$ cat config.mk
export PLATFORM = sky130hd
export DESIGN_NAME = wav_stream_parser_top
export DESIGN_NICKNAME = d
export VERILOG_FILES = /design/src/hw/rtl/wsp_pkg.sv /design/src/hw/rtl/wav_stream_parser_top.sv /design/src/hw/rtl/wsp_core.sv /design/src/hw/rtl/wsp_out_fifo.sv
export SDC_FILE = /design/constraint.sdc
export NUM_CORES = 2
export LEC_CHECK = 0
export BUFFER_PORTS_ARGS = -buffer_cell sky130_fd_sc_hd__buf_2
export CAP_MARGIN = 10
export CORE_MARGIN = 5
export CORE_UTILIZATION = 35
export DETAILED_ROUTE_END_ITERATION = 12
export SLEW_MARGIN = 15
export SYNTH_ARGS = -nofsm -noshare
export SYNTH_HDL_FRONTEND = slang
export SYNTH_SLANG_ARGS = --single-unit
$ cat constraint.sdc
create_clock -name aclk -period 10.08 [get_ports aclk]
set_clock_uncertainty 0.2 [all_clocks]
set_input_delay 2.016 -clock aclk [delete_from_list [all_inputs] [get_ports aclk]]
set_output_delay 2.016 -clock aclk [all_outputs]
set_load 0.005 [all_outputs]
$ cat src/hw/rtl/wsp_pkg.sv
// ============================================================================
// wsp_pkg
// Shared types and constants for the byte-serial RIFF/WAVE PCM parser.
// ============================================================================
package wsp_pkg;

    typedef enum logic [6:0] {
        PH_SIG  = 7'b0000001,
        PH_HDR  = 7'b0000010,
        PH_FMT  = 7'b0000100,
        PH_SKIP = 7'b0001000,
        PH_PAD  = 7'b0010000,
        PH_DATA = 7'b0100000,
        PH_DONE = 7'b1000000
    } phase_t;

    localparam logic [1:0] KIND_SAMPLE = 2'd0;
    localparam logic [1:0] KIND_FORMAT = 2'd1;
    localparam logic [1:0] KIND_FINISH = 2'd2;
    localparam logic [1:0] KIND_ERROR  = 2'd3;

    localparam logic [3:0] ERR_NONE      = 4'd0;
    localparam logic [3:0] ERR_SIGNATURE = 4'd1;
    localparam logic [3:0] ERR_FMT_SHORT = 4'd2;
    localparam logic [3:0] ERR_EXT_SHORT = 4'd3;
    localparam logic [3:0] ERR_SUBFORMAT = 4'd4;
    localparam logic [3:0] ERR_NOT_PCM   = 4'd5;
    localparam logic [3:0] ERR_DEPTH     = 4'd6;
    localparam logic [3:0] ERR_CHANNELS  = 4'd7;
    localparam logic [3:0] ERR_DATA_1ST  = 4'd8;
    localparam logic [3:0] ERR_MISSING   = 4'd9;

    localparam logic [31:0]  RIFF_WORD    = 32'h4646_4952;
    localparam logic [31:0]  WAVE_WORD    = 32'h4556_4157;
    localparam logic [31:0]  TAG_FMT      = 32'h2074_6D66;
    localparam logic [31:0]  TAG_DATA     = 32'h6174_6164;
    localparam logic [15:0]  FMT_PCM      = 16'h0001;
    localparam logic [15:0]  FMT_EXT      = 16'hFFFE;
    localparam logic [127:0] PCM_GUID     = 128'h719B3800_AA000080_00100000_00000001;

    typedef struct packed {
        logic [1:0]  kind;
        logic [23:0] sample;
        logic [3:0]  error_code;
        logic [15:0] num_channels;
        logic [31:0] sample_rate;
        logic [4:0]  bits_per_sample;
        logic [2:0]  container_bytes;
        logic        last_of_run;
    } res_t;

    typedef struct packed {
        logic [1:0] count;
        res_t       r0;
        res_t       r1;
    } push_t;

    function automatic res_t mk_res(input logic [1:0] kind, input logic [23:0] smp,
                                    input logic [3:0] err, input logic found,
                                    input logic [15:0] chan, input logic [31:0] rate,
                                    input logic [15:0] depth, input logic [2:0] slot);
        res_t r;
        r.kind            = kind;
        r.sample          = smp;
        r.error_code      = err;
        r.num_channels    = found ? chan : 16'd0;
        r.sample_rate     = found ? rate : 32'd0;
        r.bits_per_sample = found ? depth[4:0] : 5'd0;
        r.container_bytes = found ? slot : 3'd0;
        r.last_of_run     = 1'b0;
        return r;
    endfunction

endpackage

$ cat src/hw/rtl/wav_stream_parser_top.sv
// ============================================================================
// wav_stream_parser_top
// Byte-serial RIFF/WAVE PCM parser: signature, chunk walk, fmt decode, samples.
// ============================================================================
//  Channel   Direction  Carries
//  s_        in         one file byte and its end-of-file mark per transaction
//  m_        out        one result (sample, format, finish or error) per transaction
//
//  Each byte is decoded in the cycle it is accepted; one byte per cycle is taken
//  while s_ready is high. A byte yields zero, one or two results into a four-entry
//  result queue, and the first of them is offered on m_ after earlier results leave.
//  s_ready is high while the queue holds at most two results, so a stalled m_
//  side stops input once three or more results wait.
//  aresetn is synchronous and active low; a byte marked end of file rearms the parser.
module wav_stream_parser_top (
    input  logic               aclk,
    input  logic               aresetn,
    input  logic               s_valid,
    output logic               s_ready,
    input  logic [7:0]         s_file_byte,
    input  logic               s_end_of_file,
    output logic               m_valid,
    input  logic               m_ready,
    output logic [1:0]         m_kind,
    output logic signed [23:0] m_sample,
    output logic [3:0]         m_error_code,
    output logic [15:0]        m_num_channels,
    output logic [31:0]        m_sample_rate,
    output logic [4:0]         m_bits_per_sample,
    output logic [2:0]         m_container_bytes,
    output logic               m_last_of_run
);

    wsp_pkg::push_t push;
    wsp_pkg::res_t  head;
    logic           accept;

    assign accept = s_valid && s_ready;

    wsp_core u_core (
        .aclk      (aclk),
        .aresetn   (aresetn),
        .in_accept (accept),
        .in_byte   (s_file_byte),
        .in_eof    (s_end_of_file),
        .push      (push)
    );

    wsp_out_fifo u_fifo (
        .aclk      (aclk),
        .aresetn   (aresetn),
        .push      (push),
        .space_ok  (s_ready),
        .out_valid (m_valid),
        .out_ready (m_ready),
        .out_res   (head)
    );

    assign m_kind            = head.kind;
    assign m_sample          = $signed(head.sample);
    assign m_error_code      = head.error_code;
    assign m_num_channels    = head.num_channels;
    assign m_sample_rate     = head.sample_rate;
    assign m_bits_per_sample = head.bits_per_sample;
    assign m_container_bytes = head.container_bytes;
    assign m_last_of_run     = head.last_of_run;

endmodule

$ cat src/hw/rtl/wsp_core.sv
// ============================================================================
// wsp_core
// Parser state and the per-byte decode that yields up to two results.
// ============================================================================
module wsp_core (
    input  logic           aclk,
    input  logic           aresetn,
    input  logic           in_accept,
    input  logic [7:0]     in_byte,
    input  logic           in_eof,
    output wsp_pkg::push_t push
);

    wsp_pkg::phase_t phase_reg, phase_next;
    logic [5:0]  pos_reg, pos_next;
    logic [31:0] len_reg, len_next;
    logic [31:0] tag_reg, tag_next;
    logic        pad_reg, pad_next;
    logic [15:0] ftag_reg, ftag_next;
    logic [15:0] chan_reg, chan_next;
    logic [31:0] rate_reg, rate_next;
    logic [15:0] depth_reg, depth_next;
    logic [2:0]  slot_reg, slot_next;
    logic        guid_reg, guid_next;
    logic        found_reg, found_next;
    logic [31:0] gath_reg, gath_next;
    logic [2:0]  gcnt_reg, gcnt_next;

    always_comb begin
        logic [5:0]  off;
        logic [1:0]  n;
        logic [15:0] bits;
        logic [15:0] valid;
        logic [7:0]  cont;
        logic [7:0]  vb;
        logic [31:0] u;
        logic [23:0] smp;
        logic        do_acc;
        logic        ext;
        wsp_pkg::res_t r0, r1;
        off = pos_reg;
        n = 2'd0;
        bits = 16'd0;
        valid = 16'd0;
        cont = 8'd0;
        vb = 8'd0;
        u = 32'd0;
        smp = 24'd0;
        do_acc = 1'b0;
        ext = 1'b0;
        r0 = '0;
        r1 = '0;
        phase_next = phase_reg;
        pos_next = pos_reg;
        len_next = len_reg;
        tag_next = tag_reg;
        pad_next = pad_reg;
        ftag_next = ftag_reg;
        chan_next = chan_reg;
        rate_next = rate_reg;
        depth_next = depth_reg;
        slot_next = slot_reg;
        guid_next = guid_reg;
        found_next = found_reg;
        gath_next = gath_reg;
        gcnt_next = gcnt_reg;

        case (phase_reg)
            wsp_pkg::PH_SIG: begin
                if ((off < 6'd4 && in_byte != wsp_pkg::RIFF_WORD[{off[1:0], 3'b000} +: 8])
                    || (off >= 6'd8 && off < 6'd12
                        && in_byte != wsp_pkg::WAVE_WORD[{off[1:0], 3'b000} +: 8])) begin
                    phase_next = wsp_pkg::PH_DONE;
                    r0 = wsp_pkg::mk_res(wsp_pkg::KIND_ERROR, 24'd0, wsp_pkg::ERR_SIGNATURE,
                                         found_next, chan_next, rate_next, depth_next,
                                         slot_next);
                    n = 2'd1;
                end else begin
                    pos_next = off + 6'd1;
                    if (pos_next >= 6'd12) begin
                        phase_next = wsp_pkg::PH_HDR;
                        pos_next = 6'd0;
                        tag_next = 32'd0;
                        len_next = 32'd0;
                    end
                end
            end
            wsp_pkg::PH_HDR: begin
                if (off < 6'd4) begin
                    tag_next = tag_reg | (32'(in_byte) << {off[1:0], 3'b000});
                end else begin
                    len_next = len_reg | (32'(in_byte) << {off[1:0], 3'b000});
                end
                pos_next = off + 6'd1;
                if (pos_next >= 6'd8) begin
                    pad_next = len_next[0];
                    if (tag_next == wsp_pkg::TAG_FMT) begin
                        if (len_next < 32'd16) begin
                            phase_next = wsp_pkg::PH_DONE;
                            r0 = wsp_pkg::mk_res(wsp_pkg::KIND_ERROR, 24'd0,
                                                 wsp_pkg::ERR_FMT_SHORT, found_next, chan_next,
                                                 rate_next, depth_next, slot_next);
                            n = 2'd1;
                        end else begin
                            ftag_next = 16'd0;
                            chan_next = 16'd0;
                            rate_next = 32'd0;
                            depth_next = 16'd0;
                            slot_next = 3'd0;
                            guid_next = 1'b1;
                            gath_next = 32'd0;
                            found_next = 1'b0;
                            pos_next = 6'd0;
                            phase_next = wsp_pkg::PH_FMT;
                        end
                    end else if (tag_next == wsp_pkg::TAG_DATA) begin
                        if (!found_next) begin
                            phase_next = wsp_pkg::PH_DONE;
                            r0 = wsp_pkg::mk_res(wsp_pkg::KIND_ERROR, 24'd0,
                                                 wsp_pkg::ERR_DATA_1ST, found_next, chan_next,
                                                 rate_next, depth_next, slot_next);
                            n = 2'd1;
                        end else begin
                            gath_next = 32'd0;
                            gcnt_next = 3'd0;
                            if (len_next == 32'd0) begin
                                phase_next = wsp_pkg::PH_DONE;
                                r0 = wsp_pkg::mk_res(wsp_pkg::KIND_FINISH, 24'd0,
                                                     wsp_pkg::ERR_NONE, found_next, chan_next,
                                                     rate_next, depth_next, slot_next);
                                n = 2'd1;
                            end else begin
                                phase_next = wsp_pkg::PH_DATA;
                            end
                        end
                    end else if (len_next != 32'd0) begin
                        phase_next = wsp_pkg::PH_SKIP;
                    end else if (pad_next) begin
                        phase_next = wsp_pkg::PH_PAD;
                    end else begin
                        phase_next = wsp_pkg::PH_HDR;
                        pos_next = 6'd0;
                        tag_next = 32'd0;
                        len_next = 32'd0;
                    end
                end
            end
            wsp_pkg::PH_FMT: begin
                len_next = len_reg - 32'd1;
                if (off < 6'd2) begin
                    ftag_next = ftag_reg | (16'(in_byte) << {off[0], 3'b000});
                end else if (off < 6'd4) begin
                    chan_next = chan_reg | (16'(in_byte) << {off[0], 3'b000});
                end else if (off < 6'd8) begin
                    rate_next = rate_reg | (32'(in_byte) << {off[1:0], 3'b000});
                end else if (off == 6'd14 || off == 6'd15) begin
                    depth_next = depth_reg | (16'(in_byte) << {off[0], 3'b000});
                end else if (off == 6'd18 || off == 6'd19) begin
                    gath_next = gath_reg | (32'(in_byte) << {off[0], 3'b000});
                end else if (off >= 6'd24 && off < 6'd40) begin
                    if (in_byte != wsp_pkg::PCM_GUID[{off[3:0] - 4'd8, 3'b000} +: 8]) begin
                        guid_next = 1'b0;
                    end
                end
                pos_next = off + 6'd1;
                if (off == 6'd15) begin
                    if (ftag_next == wsp_pkg::FMT_EXT) begin
                        if (len_next < 32'd24) begin
                            phase_next = wsp_pkg::PH_DONE;
                            r0 = wsp_pkg::mk_res(wsp_pkg::KIND_ERROR, 24'd0,
                                                 wsp_pkg::ERR_EXT_SHORT, found_next, chan_next,
                                                 rate_next, depth_next, slot_next);
                            n = 2'd1;
                        end
                    end else if (ftag_next != wsp_pkg::FMT_PCM) begin
                        phase_next = wsp_pkg::PH_DONE;
                        r0 = wsp_pkg::mk_res(wsp_pkg::KIND_ERROR, 24'd0, wsp_pkg::ERR_NOT_PCM,
                                             found_next, chan_next, rate_next, depth_next,
                                             slot_next);
                        n = 2'd1;
                    end else begin
                        do_acc = 1'b1;
                    end
                end else if (off == 6'd39) begin
                    if (!guid_next) begin
                        phase_next = wsp_pkg::PH_DONE;
                        r0 = wsp_pkg::mk_res(wsp_pkg::KIND_ERROR, 24'd0,
                                             wsp_pkg::ERR_SUBFORMAT, found_next, chan_next,
                                             rate_next, depth_next, slot_next);
                        n = 2'd1;
                    end else begin
                        do_acc = 1'b1;
                        ext = 1'b1;
                    end
                end
                if (do_acc) begin
                    bits = depth_next;
                    if (ext) begin
                        valid = gath_next[15:0];
                        if (valid != 16'd0 && valid != bits) begin
                            cont = bits[10:3];
                            bits = valid;
                        end
                    end
                    vb = 8'(bits[4:3]);
                    if (cont == 8'd0) begin
                        cont = vb;
                    end
                    if (bits != 16'd8 && bits != 16'd16 && bits != 16'd24) begin
                        phase_next = wsp_pkg::PH_DONE;
                        r0 = wsp_pkg::mk_res(wsp_pkg::KIND_ERROR, 24'd0, wsp_pkg::ERR_DEPTH,
                                             found_next, chan_next, rate_next, depth_next,
                                             slot_next);
                    end else if (chan_next == 16'd0) begin
                        phase_next = wsp_pkg::PH_DONE;
                        r0 = wsp_pkg::mk_res(wsp_pkg::KIND_ERROR, 24'd0,
                                             wsp_pkg::ERR_CHANNELS, found_next, chan_next,
                                             rate_next, depth_next, slot_next);
                    end else if (cont < vb || cont > 8'd4) begin
                        phase_next = wsp_pkg::PH_DONE;
                        r0 = wsp_pkg::mk_res(wsp_pkg::KIND_ERROR, 24'd0, wsp_pkg::ERR_DEPTH,
                                             found_next, chan_next, rate_next, depth_next,
                                             slot_next);
                    end else begin
                        depth_next = bits;
                        slot_next = cont[2:0];
                        ftag_next = wsp_pkg::FMT_PCM;
                        found_next = 1'b1;
                        gath_next = 32'd0;
                        r0 = wsp_pkg::mk_res(wsp_pkg::KIND_FORMAT, 24'd0, wsp_pkg::ERR_NONE,
                                             found_next, chan_next, rate_next, depth_next,
                                             slot_next);
                        if (len_next != 32'd0) begin
                            phase_next = wsp_pkg::PH_SKIP;
                        end else if (pad_next) begin
                            phase_next = wsp_pkg::PH_PAD;
                        end else begin
                            phase_next = wsp_pkg::PH_HDR;
                            pos_next = 6'd0;
                            tag_next = 32'd0;
                            len_next = 32'd0;
                        end
                    end
                    n = 2'd1;
                end
            end
            wsp_pkg::PH_SKIP: begin
                len_next = len_reg - 32'd1;
                if (len_next == 32'd0) begin
                    if (pad_reg) begin
                        phase_next = wsp_pkg::PH_PAD;
                    end else begin
                        phase_next = wsp_pkg::PH_HDR;
                        pos_next = 6'd0;
                        tag_next = 32'd0;
                    end
                end
            end
            wsp_pkg::PH_PAD: begin
                phase_next = wsp_pkg::PH_HDR;
                pos_next = 6'd0;
                tag_next = 32'd0;
                len_next = 32'd0;
            end
            wsp_pkg::PH_DATA: begin
                len_next = len_reg - 32'd1;
                gath_next = gath_reg | (32'(in_byte) << {gcnt_reg[1:0], 3'b000});
                gcnt_next = gcnt_reg + 3'd1;
                if (gcnt_next >= slot_reg) begin
                    case (slot_reg)
                        3'd1:    u = {gath_next[7:0], 24'd0};
                        3'd2:    u = {gath_next[15:0], 16'd0};
                        3'd3:    u = {gath_next[23:0], 8'd0};
                        default: u = gath_next;
                    endcase
                    case (depth_reg[4:0])
                        5'd8:    smp = (slot_reg == 3'd1) ? {16'd0, u[31:24]}
                                                          : {{16{u[31]}}, u[31:24]};
                        5'd16:   smp = {{8{u[31]}}, u[31:16]};
                        5'd24:   smp = u[31:8];
                        default: smp = 24'd0;
                    endcase
                    r0 = wsp_pkg::mk_res(wsp_pkg::KIND_SAMPLE, smp, wsp_pkg::ERR_NONE,
                                         found_next, chan_next, rate_next, depth_next,
                                         slot_next);
                    n = 2'd1;
                    gath_next = 32'd0;
                    gcnt_next = 3'd0;
                end
                if (len_next == 32'd0) begin
                    phase_next = wsp_pkg::PH_DONE;
                    if (n == 2'd0) begin
                        r0 = wsp_pkg::mk_res(wsp_pkg::KIND_FINISH, 24'd0, wsp_pkg::ERR_NONE,
                                             found_next, chan_next, rate_next, depth_next,
                                             slot_next);
                    end else begin
                        r1 = wsp_pkg::mk_res(wsp_pkg::KIND_FINISH, 24'd0, wsp_pkg::ERR_NONE,
                                             found_next, chan_next, rate_next, depth_next,
                                             slot_next);
                    end
                    n = n + 2'd1;
                end
            end
            default: begin
            end
        endcase

        if (in_eof && phase_next != wsp_pkg::PH_DONE) begin
            if (phase_next == wsp_pkg::PH_DATA) begin
                r1 = wsp_pkg::mk_res(wsp_pkg::KIND_FINISH, 24'd0, wsp_pkg::ERR_NONE,
                                     found_next, chan_next, rate_next, depth_next, slot_next);
            end else if (phase_next == wsp_pkg::PH_SIG) begin
                r1 = wsp_pkg::mk_res(wsp_pkg::KIND_ERROR, 24'd0, wsp_pkg::ERR_SIGNATURE,
                                     found_next, chan_next, rate_next, depth_next, slot_next);
            end else if (phase_next == wsp_pkg::PH_FMT) begin
                r1 = wsp_pkg::mk_res(wsp_pkg::KIND_ERROR, 24'd0,
                                     (pos_next < 6'd16) ? wsp_pkg::ERR_FMT_SHORT
                                                        : wsp_pkg::ERR_EXT_SHORT,
                                     found_next, chan_next, rate_next, depth_next, slot_next);
            end else begin
                r1 = wsp_pkg::mk_res(wsp_pkg::KIND_ERROR, 24'd0, wsp_pkg::ERR_MISSING,
                                     found_next, chan_next, rate_next, depth_next, slot_next);
            end
            if (n == 2'd0) begin
                r0 = r1;
            end
            n = n + 2'd1;
        end

        if (n == 2'd1) begin
            r0.last_of_run = 1'b1;
        end else begin
            r1.last_of_run = 1'b1;
        end

        if (in_eof) begin
            phase_next = wsp_pkg::PH_SIG;
            pos_next = 6'd0;
            len_next = 32'd0;
            tag_next = 32'd0;
            pad_next = 1'b0;
            ftag_next = 16'd0;
            chan_next = 16'd0;
            rate_next = 32'd0;
            depth_next = 16'd0;
            slot_next = 3'd0;
            guid_next = 1'b1;
            found_next = 1'b0;
            gath_next = 32'd0;
            gcnt_next = 3'd0;
        end

        push.count = in_accept ? n : 2'd0;
        push.r0 = r0;
        push.r1 = r1;
    end

    always_ff @(posedge aclk) begin
        if (!aresetn) begin
            phase_reg <= wsp_pkg::PH_SIG;
            pos_reg   <= 6'd0;
            len_reg   <= 32'd0;
            tag_reg   <= 32'd0;
            pad_reg   <= 1'b0;
            ftag_reg  <= 16'd0;
            chan_reg  <= 16'd0;
            rate_reg  <= 32'd0;
            depth_reg <= 16'd0;
            slot_reg  <= 3'd0;
            guid_reg  <= 1'b1;
            found_reg <= 1'b0;
            gath_reg  <= 32'd0;
            gcnt_reg  <= 3'd0;
        end else if (in_accept) begin
            phase_reg <= phase_next;
            pos_reg   <= pos_next;
            len_reg   <= len_next;
            tag_reg   <= tag_next;
            pad_reg   <= pad_next;
            ftag_reg  <= ftag_next;
            chan_reg  <= chan_next;
            rate_reg  <= rate_next;
            depth_reg <= depth_next;
            slot_reg  <= slot_next;
            guid_reg  <= guid_next;
            found_reg <= found_next;
            gath_reg  <= gath_next;
            gcnt_reg  <= gcnt_next;
        end
    end

endmodule

$ cat src/hw/rtl/wsp_out_fifo.sv
// ============================================================================
// wsp_out_fifo
// Four-entry result queue that takes up to two results per cycle.
// ============================================================================
module wsp_out_fifo (
    input  logic           aclk,
    input  logic           aresetn,
    input  wsp_pkg::push_t push,
    output logic           space_ok,
    output logic           out_valid,
    input  logic           out_ready,
    output wsp_pkg::res_t  out_res
);

    wsp_pkg::res_t mem_reg [4];
    logic [1:0] wr_reg, wr_next;
    logic [1:0] rd_reg, rd_next;
    logic [2:0] cnt_reg, cnt_next;
    logic       pop;

    assign space_ok  = (cnt_reg <= 3'd2);
    assign out_valid = (cnt_reg != 3'd0);
    assign out_res   = mem_reg[rd_reg];
    assign pop       = out_valid && out_ready;

    always_comb begin
        wr_next  = wr_reg + 2'(push.count);
        rd_next  = rd_reg + 2'(pop);
        cnt_next = cnt_reg + 3'(push.count) - 3'(pop);
    end

    always_ff @(posedge aclk) begin
        if (push.count != 2'd0) begin
            mem_reg[wr_reg] <= push.r0;
        end
        if (push.count == 2'd2) begin
            mem_reg[wr_reg + 2'd1] <= push.r1;
        end
    end

    always_ff @(posedge aclk) begin
        if (!aresetn) begin
            wr_reg  <= 2'd0;
            rd_reg  <= 2'd0;
            cnt_reg <= 3'd0;
        end else begin
            wr_reg  <= wr_next;
            rd_reg  <= rd_next;
            cnt_reg <= cnt_next;
        end
    end

endmodule

Yosys cells after proc, flatten, opt, wreduce, memory -nomap -nowiden

Memory sizes are Yosys's and may differ from the RTL's. A register that Yosys moved wholly into a read port is not among the register bits.
Cells that the tools add are included.

Add/sub/neg operators: 11
Order comparisons: 16
Equality and inequality tests: 51
Shift-type cells: 7
Muxes and demuxes: 268
Bitwise gates (word level): 8
Reduce and logical (&&, ||, !) cells: 39

Operators with widths:

| operator                                                                       | count |
|---|---|
| 87-bit two-way mux                                                             | 27 |
| 32-bit two-way mux                                                             | 58 |
| 16-bit two-way mux                                                             | 37 |
| 87-bit one-hot mux with 4 select lines                                         | 1 |
| 32-bit one-hot mux with 5 select lines                                         | 2 |
| 32-bit one-hot mux with 3 select lines                                         | 2 |
| 7-bit two-way mux                                                              | 23 |
| 32-bit bitwise OR                                                              | 5 |
| 128-bit by 8-bit variable part select with 8-bit output (first input constant) | 1 |
| 6-bit two-way mux                                                              | 17 |
| 16-bit one-hot mux with 2 select lines                                         | 3 |
| 85-bit two-way mux                                                             | 1 |
| 24-bit one-hot mux with 3 select lines                                         | 1 |
| 32-bit zero test                                                               | 2 |
| 32-bit by 5-bit < comparator with 1-bit output (second input constant)         | 2 |
| 32-bit one-hot mux with 2 select lines                                         | 1 |
| 32-bit nonzero test                                                            | 2 |
| 32-bit by 6-bit variable part select with 8-bit output (first input constant)  | 2 |
| 8-bit by 5-bit << shifter with 32-bit output                                   | 2 |
| 61-bit two-way mux                                                             | 1 |
| 8-bit two-way mux                                                              | 7 |
| 3-bit two-way mux                                                              | 16 |
| 16-bit bitwise OR                                                              | 3 |
| 1-bit two-way mux                                                              | 45 |
| other kinds (74)                                                               | 139 |

Bits in registers: 205
RAM bits: 348
Input bits: 13
Memories: 1

Memory list:

| name           | depth | bits a word | rd ports | clocked after memory_dff | wr ports | RTL line           | source |
|---|---|---|---|---|---|---|---|
| u_fifo.mem_reg | 4     | 87          | 1        | 1                        | 2        | wsp_out_fifo.sv:15 | `wsp_pkg::res_t mem_reg [4];` |

Depth between registers and ports, before layout

Depth in word-level cells: 37
Mapped depth: 31
Depth with buffers taken out: 25

Modules after synthesis

Synthesis repeated with hierarchy kept, for this count alone.

Cells, all modules: 3066
Area total of the unflattened synthesis: 32532.5 um^2

By module, submodules not included:

| module                | instances | cells an instance | area each (um^2) |
|---|---|---|---|
| wsp_out_fifo          | 1         | 887               | 17161.5 |
| wsp_core              | 1         | 2178              | 15364.7 |
| wav_stream_parser_top | 1         | 1                 | 6.3 |

Worst setup path before layout

OpenSTA, ideal clock, no wires.

Path kind: input to register
From: input s_file_byte[6]
To: memory u_fifo.mem_reg[0][0] (netlist bit) (enable)
Setup time: 416 ps
Data arrival time: 7574 ps
Data required time: 9464 ps
Path slack: 1889 ps
Cell stages on the path: 22
Buffers on the path: 4
Cells stage by stage: clkbuf_1 > and2_1 > clkbuf_1 > o211ai_1 > a222oi_1 > a21oi_1 > nand4_2 > or2_2 > nor4b_1 > nand3_1 > nand2_1 > ha_1 > or2_2 > nor3b_1 > o311ai_2 > or2_1 > buf_2 > a311oi_4 > a211oi_4 > nor2_4 > buf_4 > inv_1

RTL lines:

| element     | RTL line                    | source |
|---|---|---|
| from (decl) | wav_stream_parser_top.sv:20 | `input logic [7:0] s_file_byte,` |
| to (decl)   | wsp_out_fifo.sv:15          |  |

==> results.toml <==
[grt]
grt_pass1_wl_mm = 169
grt_overflow = 0
grt.total_usage = 0.230
antenna_found_initial = 5
grt_max_degree = 59
first_global_vias = 25920

[timing]
worst_pin_slew_ns = 1.29
rsz0062_at_grt = "false"
post-route-period-util = 0.833
setup_tns_ns = 0
final_period_minus_worst_setup_slack_ns = 8.40
hold_slack_ns = 0.258
fmax_mhz = 119
hold_viol_final = 0
slew_headroom = 0.135
setup_viol = 0
finalMaxSlewViolations = 0

[pwr]
intPower_uw = 4240
pwr-share-comb = 0.198
switching_share = 0.300
vdd_drop_max_mv = 0.152
power_switching_uw = 1820
power_leakage_uw = 0.0117
sequentialPowerShare = 0.422
power.density_nw_per_um2 = 178
p_total_uw = 6060
p_clk_frac = 0.381

[synth]
synth-seq-area-share = 0.448
synthArstFlopShare = 0
netlist_area_um2 = 30200
synthCells = 3119
yosysUniqueCellTypes = 114
ys_ff_latch = 553
ys_top_cells_by_area = "edfxtp_1 25%, dfxtp_1 20%, mux4_2 6.5%"
synth_top_flop_cell = "dfxtp_1"
synth_top_area_share = 0.246
synth_commonest_cells = "327 x nor2_1, 305 x dfxtp_1, 256 x o22ai_1, 248 x edfxtp_1, 219 x a21oi_1"
avgSynthCellArea_um2 = 9.70
yosysMostFrequentCell = "nor2_1"
synth-edff-count = 248
synth_top_cell_by_area = "edfxtp_1"
syn-num-nets = 3153
synth_warnings = 0

[placement]
dp.cells = 4178
hpwl_mm = 75.1
place.gp.congestion = 0.979
numPortBuffers = 101

[worst_hold_path]
min_to = "u_fifo.mem_reg[1][62]"
min_path_type = "flip-flop to flip-flop"
worstHoldStart = "u_fifo.mem_reg[1][62]"
min_path_cells = 1

[setup_path]
crit_type = "flip-flop to flip-flop"
r2r-end = "u_fifo.mem_reg[0][14]"
start_kind = "flip-flop"
startpoint = "u_core.pos_reg[1]"
r2r-start = "u_core.pos_reg[1]"
worst_setup_path_end_kind = "flip-flop"
cp.arrival_ns = 8.55
rrSetupSlack_ns = 1.68
cp.required_ns = 10.23
reg2reg_depth = 22
crit_fanout = 50

[clock_network]
clock_latency_ns = 0.65
cts_buffer_depth = 3
clock_sinks = 553
cts_root_buffer = "clkbuf_16"
cts_resized = 0
cts.hold.buffers_added = 0
postCtsSetupBuffers = 0
cts_tree = "built"
h-tree-depth = 2
path_clk_slew_ns = 0.06
numCtsBuffers = 59

[drt]
via_per_inst = 6.46
wl_per_cell_um = 26.2
firstDrtPassIters = 6
drc = 0
drt_iter0_markers = 3525
postRouteAntennaNets = 0
num_vias = 27724
totalWireLength_mm = 113

[flow_run]
maxCapViolCount = 0

[die]
dieArea_um2 = 92400
ios = 102
die_w_um = 304
die_height_um = 304
start_util = 0.354
fp-row-count = 107
core_area_um2 = 85400

[status]
status = "finished, final reports clean"

[final_layout]
nFillCells = 8462
nets = 3129
drive_gt1_frac = 0.165
multiInputGateArea_um2 = 15300
area_delta_synth_final_pct = 12.2
instances_no_fill = 4291
regArea_um2 = 13600
largest_register_ffs = 348
## critical path, cell delays in order (launching register included)
cell	delay (ns)
dfxtp_1	0.36
buf_4	0.38
ha_1	0.38
or2_1	0.85
o21ai_1	0.52
o21ai_0	0.31
a32oi_1	0.17
nand4_1	0.29
or2_2	0.20
nor4b_1	0.46
o21ai_0	0.20
ha_1	0.33
o31a_1	0.15
o31a_1	0.17
o211a_1	0.19
o311ai_2	0.12
or2_1	0.40
a311oi_4	0.70
a211oi_4	0.12
buf_4	0.25
nor2_4	0.63
inv_2	0.33
buf_12	0.30
## power groups by stage
stage / clock network (uW) / registers, uW / logic, uW
6_report: 2310 / 2550 / 1200
5_1_grt: 2430 / 2570 / 1270
4_1_cts: 2330 / 2560 / 1210
3_5_place_dp: 0 / 2600 / 1200
3_3_place_gp: 0 / 2600 / 1200
2_1_floorplan: 0 / 2550 / 781
## kinds of logic (layout without fill, tap and decap cells)
group           count (synthesis)  count (layout)  synth area share
mux                           101             101            0.0695
fa+ha+maj                      21              21           0.00894
other cells                     0               2                 0
buf+inv                       338             364            0.0474
compound gates               1198            1198             0.272
flops                         553             553             0.448
simple gates                  889             889             0.149
xor+xnor                       19              19           0.00550
## how the worst max path moves through the flow
stage	end	depth (start not counted)
floorplan	u_fifo.mem_reg[0][0]	22
global placement	u_fifo.mem_reg[0][10]	23
detailed placement	u_fifo.mem_reg[0][14]	23
CTS	u_fifo.mem_reg[0][14]	21
global route	u_fifo.mem_reg[3][17]	22
finish	u_fifo.mem_reg[0][14]	22
## placed cells by master, fill, tap and decap left out, types with 49 or more instances in the layout
master       n
mux4_2      87
a22o_1      85
nand3_1     53
clkbuf_16   61
a21o_1      49
nor2_1     326
o21ai_0    150
buf_4      107
o22ai_1    256
nor4_1      60
nand2_1    172
buf_2      101
a21oi_1    219
a22oi_1     81
edfxtp_1   248
a31oi_1     74
dfxtp_1    302
o2bb2ai_1   49
## final cells by class
| class | instances | area share |
|---|---|---|
| multi-input cells | 2228 | 0.452 |
| flip-flops and latches | 553 | 0.399 |
| clock buffers | 82 | 0.0510 |
| well taps | 1144 | 0.0422 |
| repair buffers | 212 | 0.0409 |
| clock inverters | 29 | 0.0101 |
| inverters | 41 | 0.00453 |
| diodes | 2 | 0.000147 |
## metal layers
metal  share of wire  track usage
met1            0.41        0.320
met2            0.45        0.359
met3           0.096       0.0412
met4           0.043       0.0862
met5         0.00012            0
## metrics by stage
| stage | utilization | setup slack [ns] | instance area (um2) |
|---|---|---|---|
| floorplan | - | 1.89 | 30200 |
| global placement | 0.373 | 1.34 | 31900 |
| detailed placement | 0.373 | 1.25 | 31900 |
| CTS | 0.397 | 1.91 | 33900 |
| global route | 0.397 | 1.18 | 33900 |
| finish | 0.397 | 1.68 | 34000 |
Note: power is estimated with default switching activity, not from simulation.
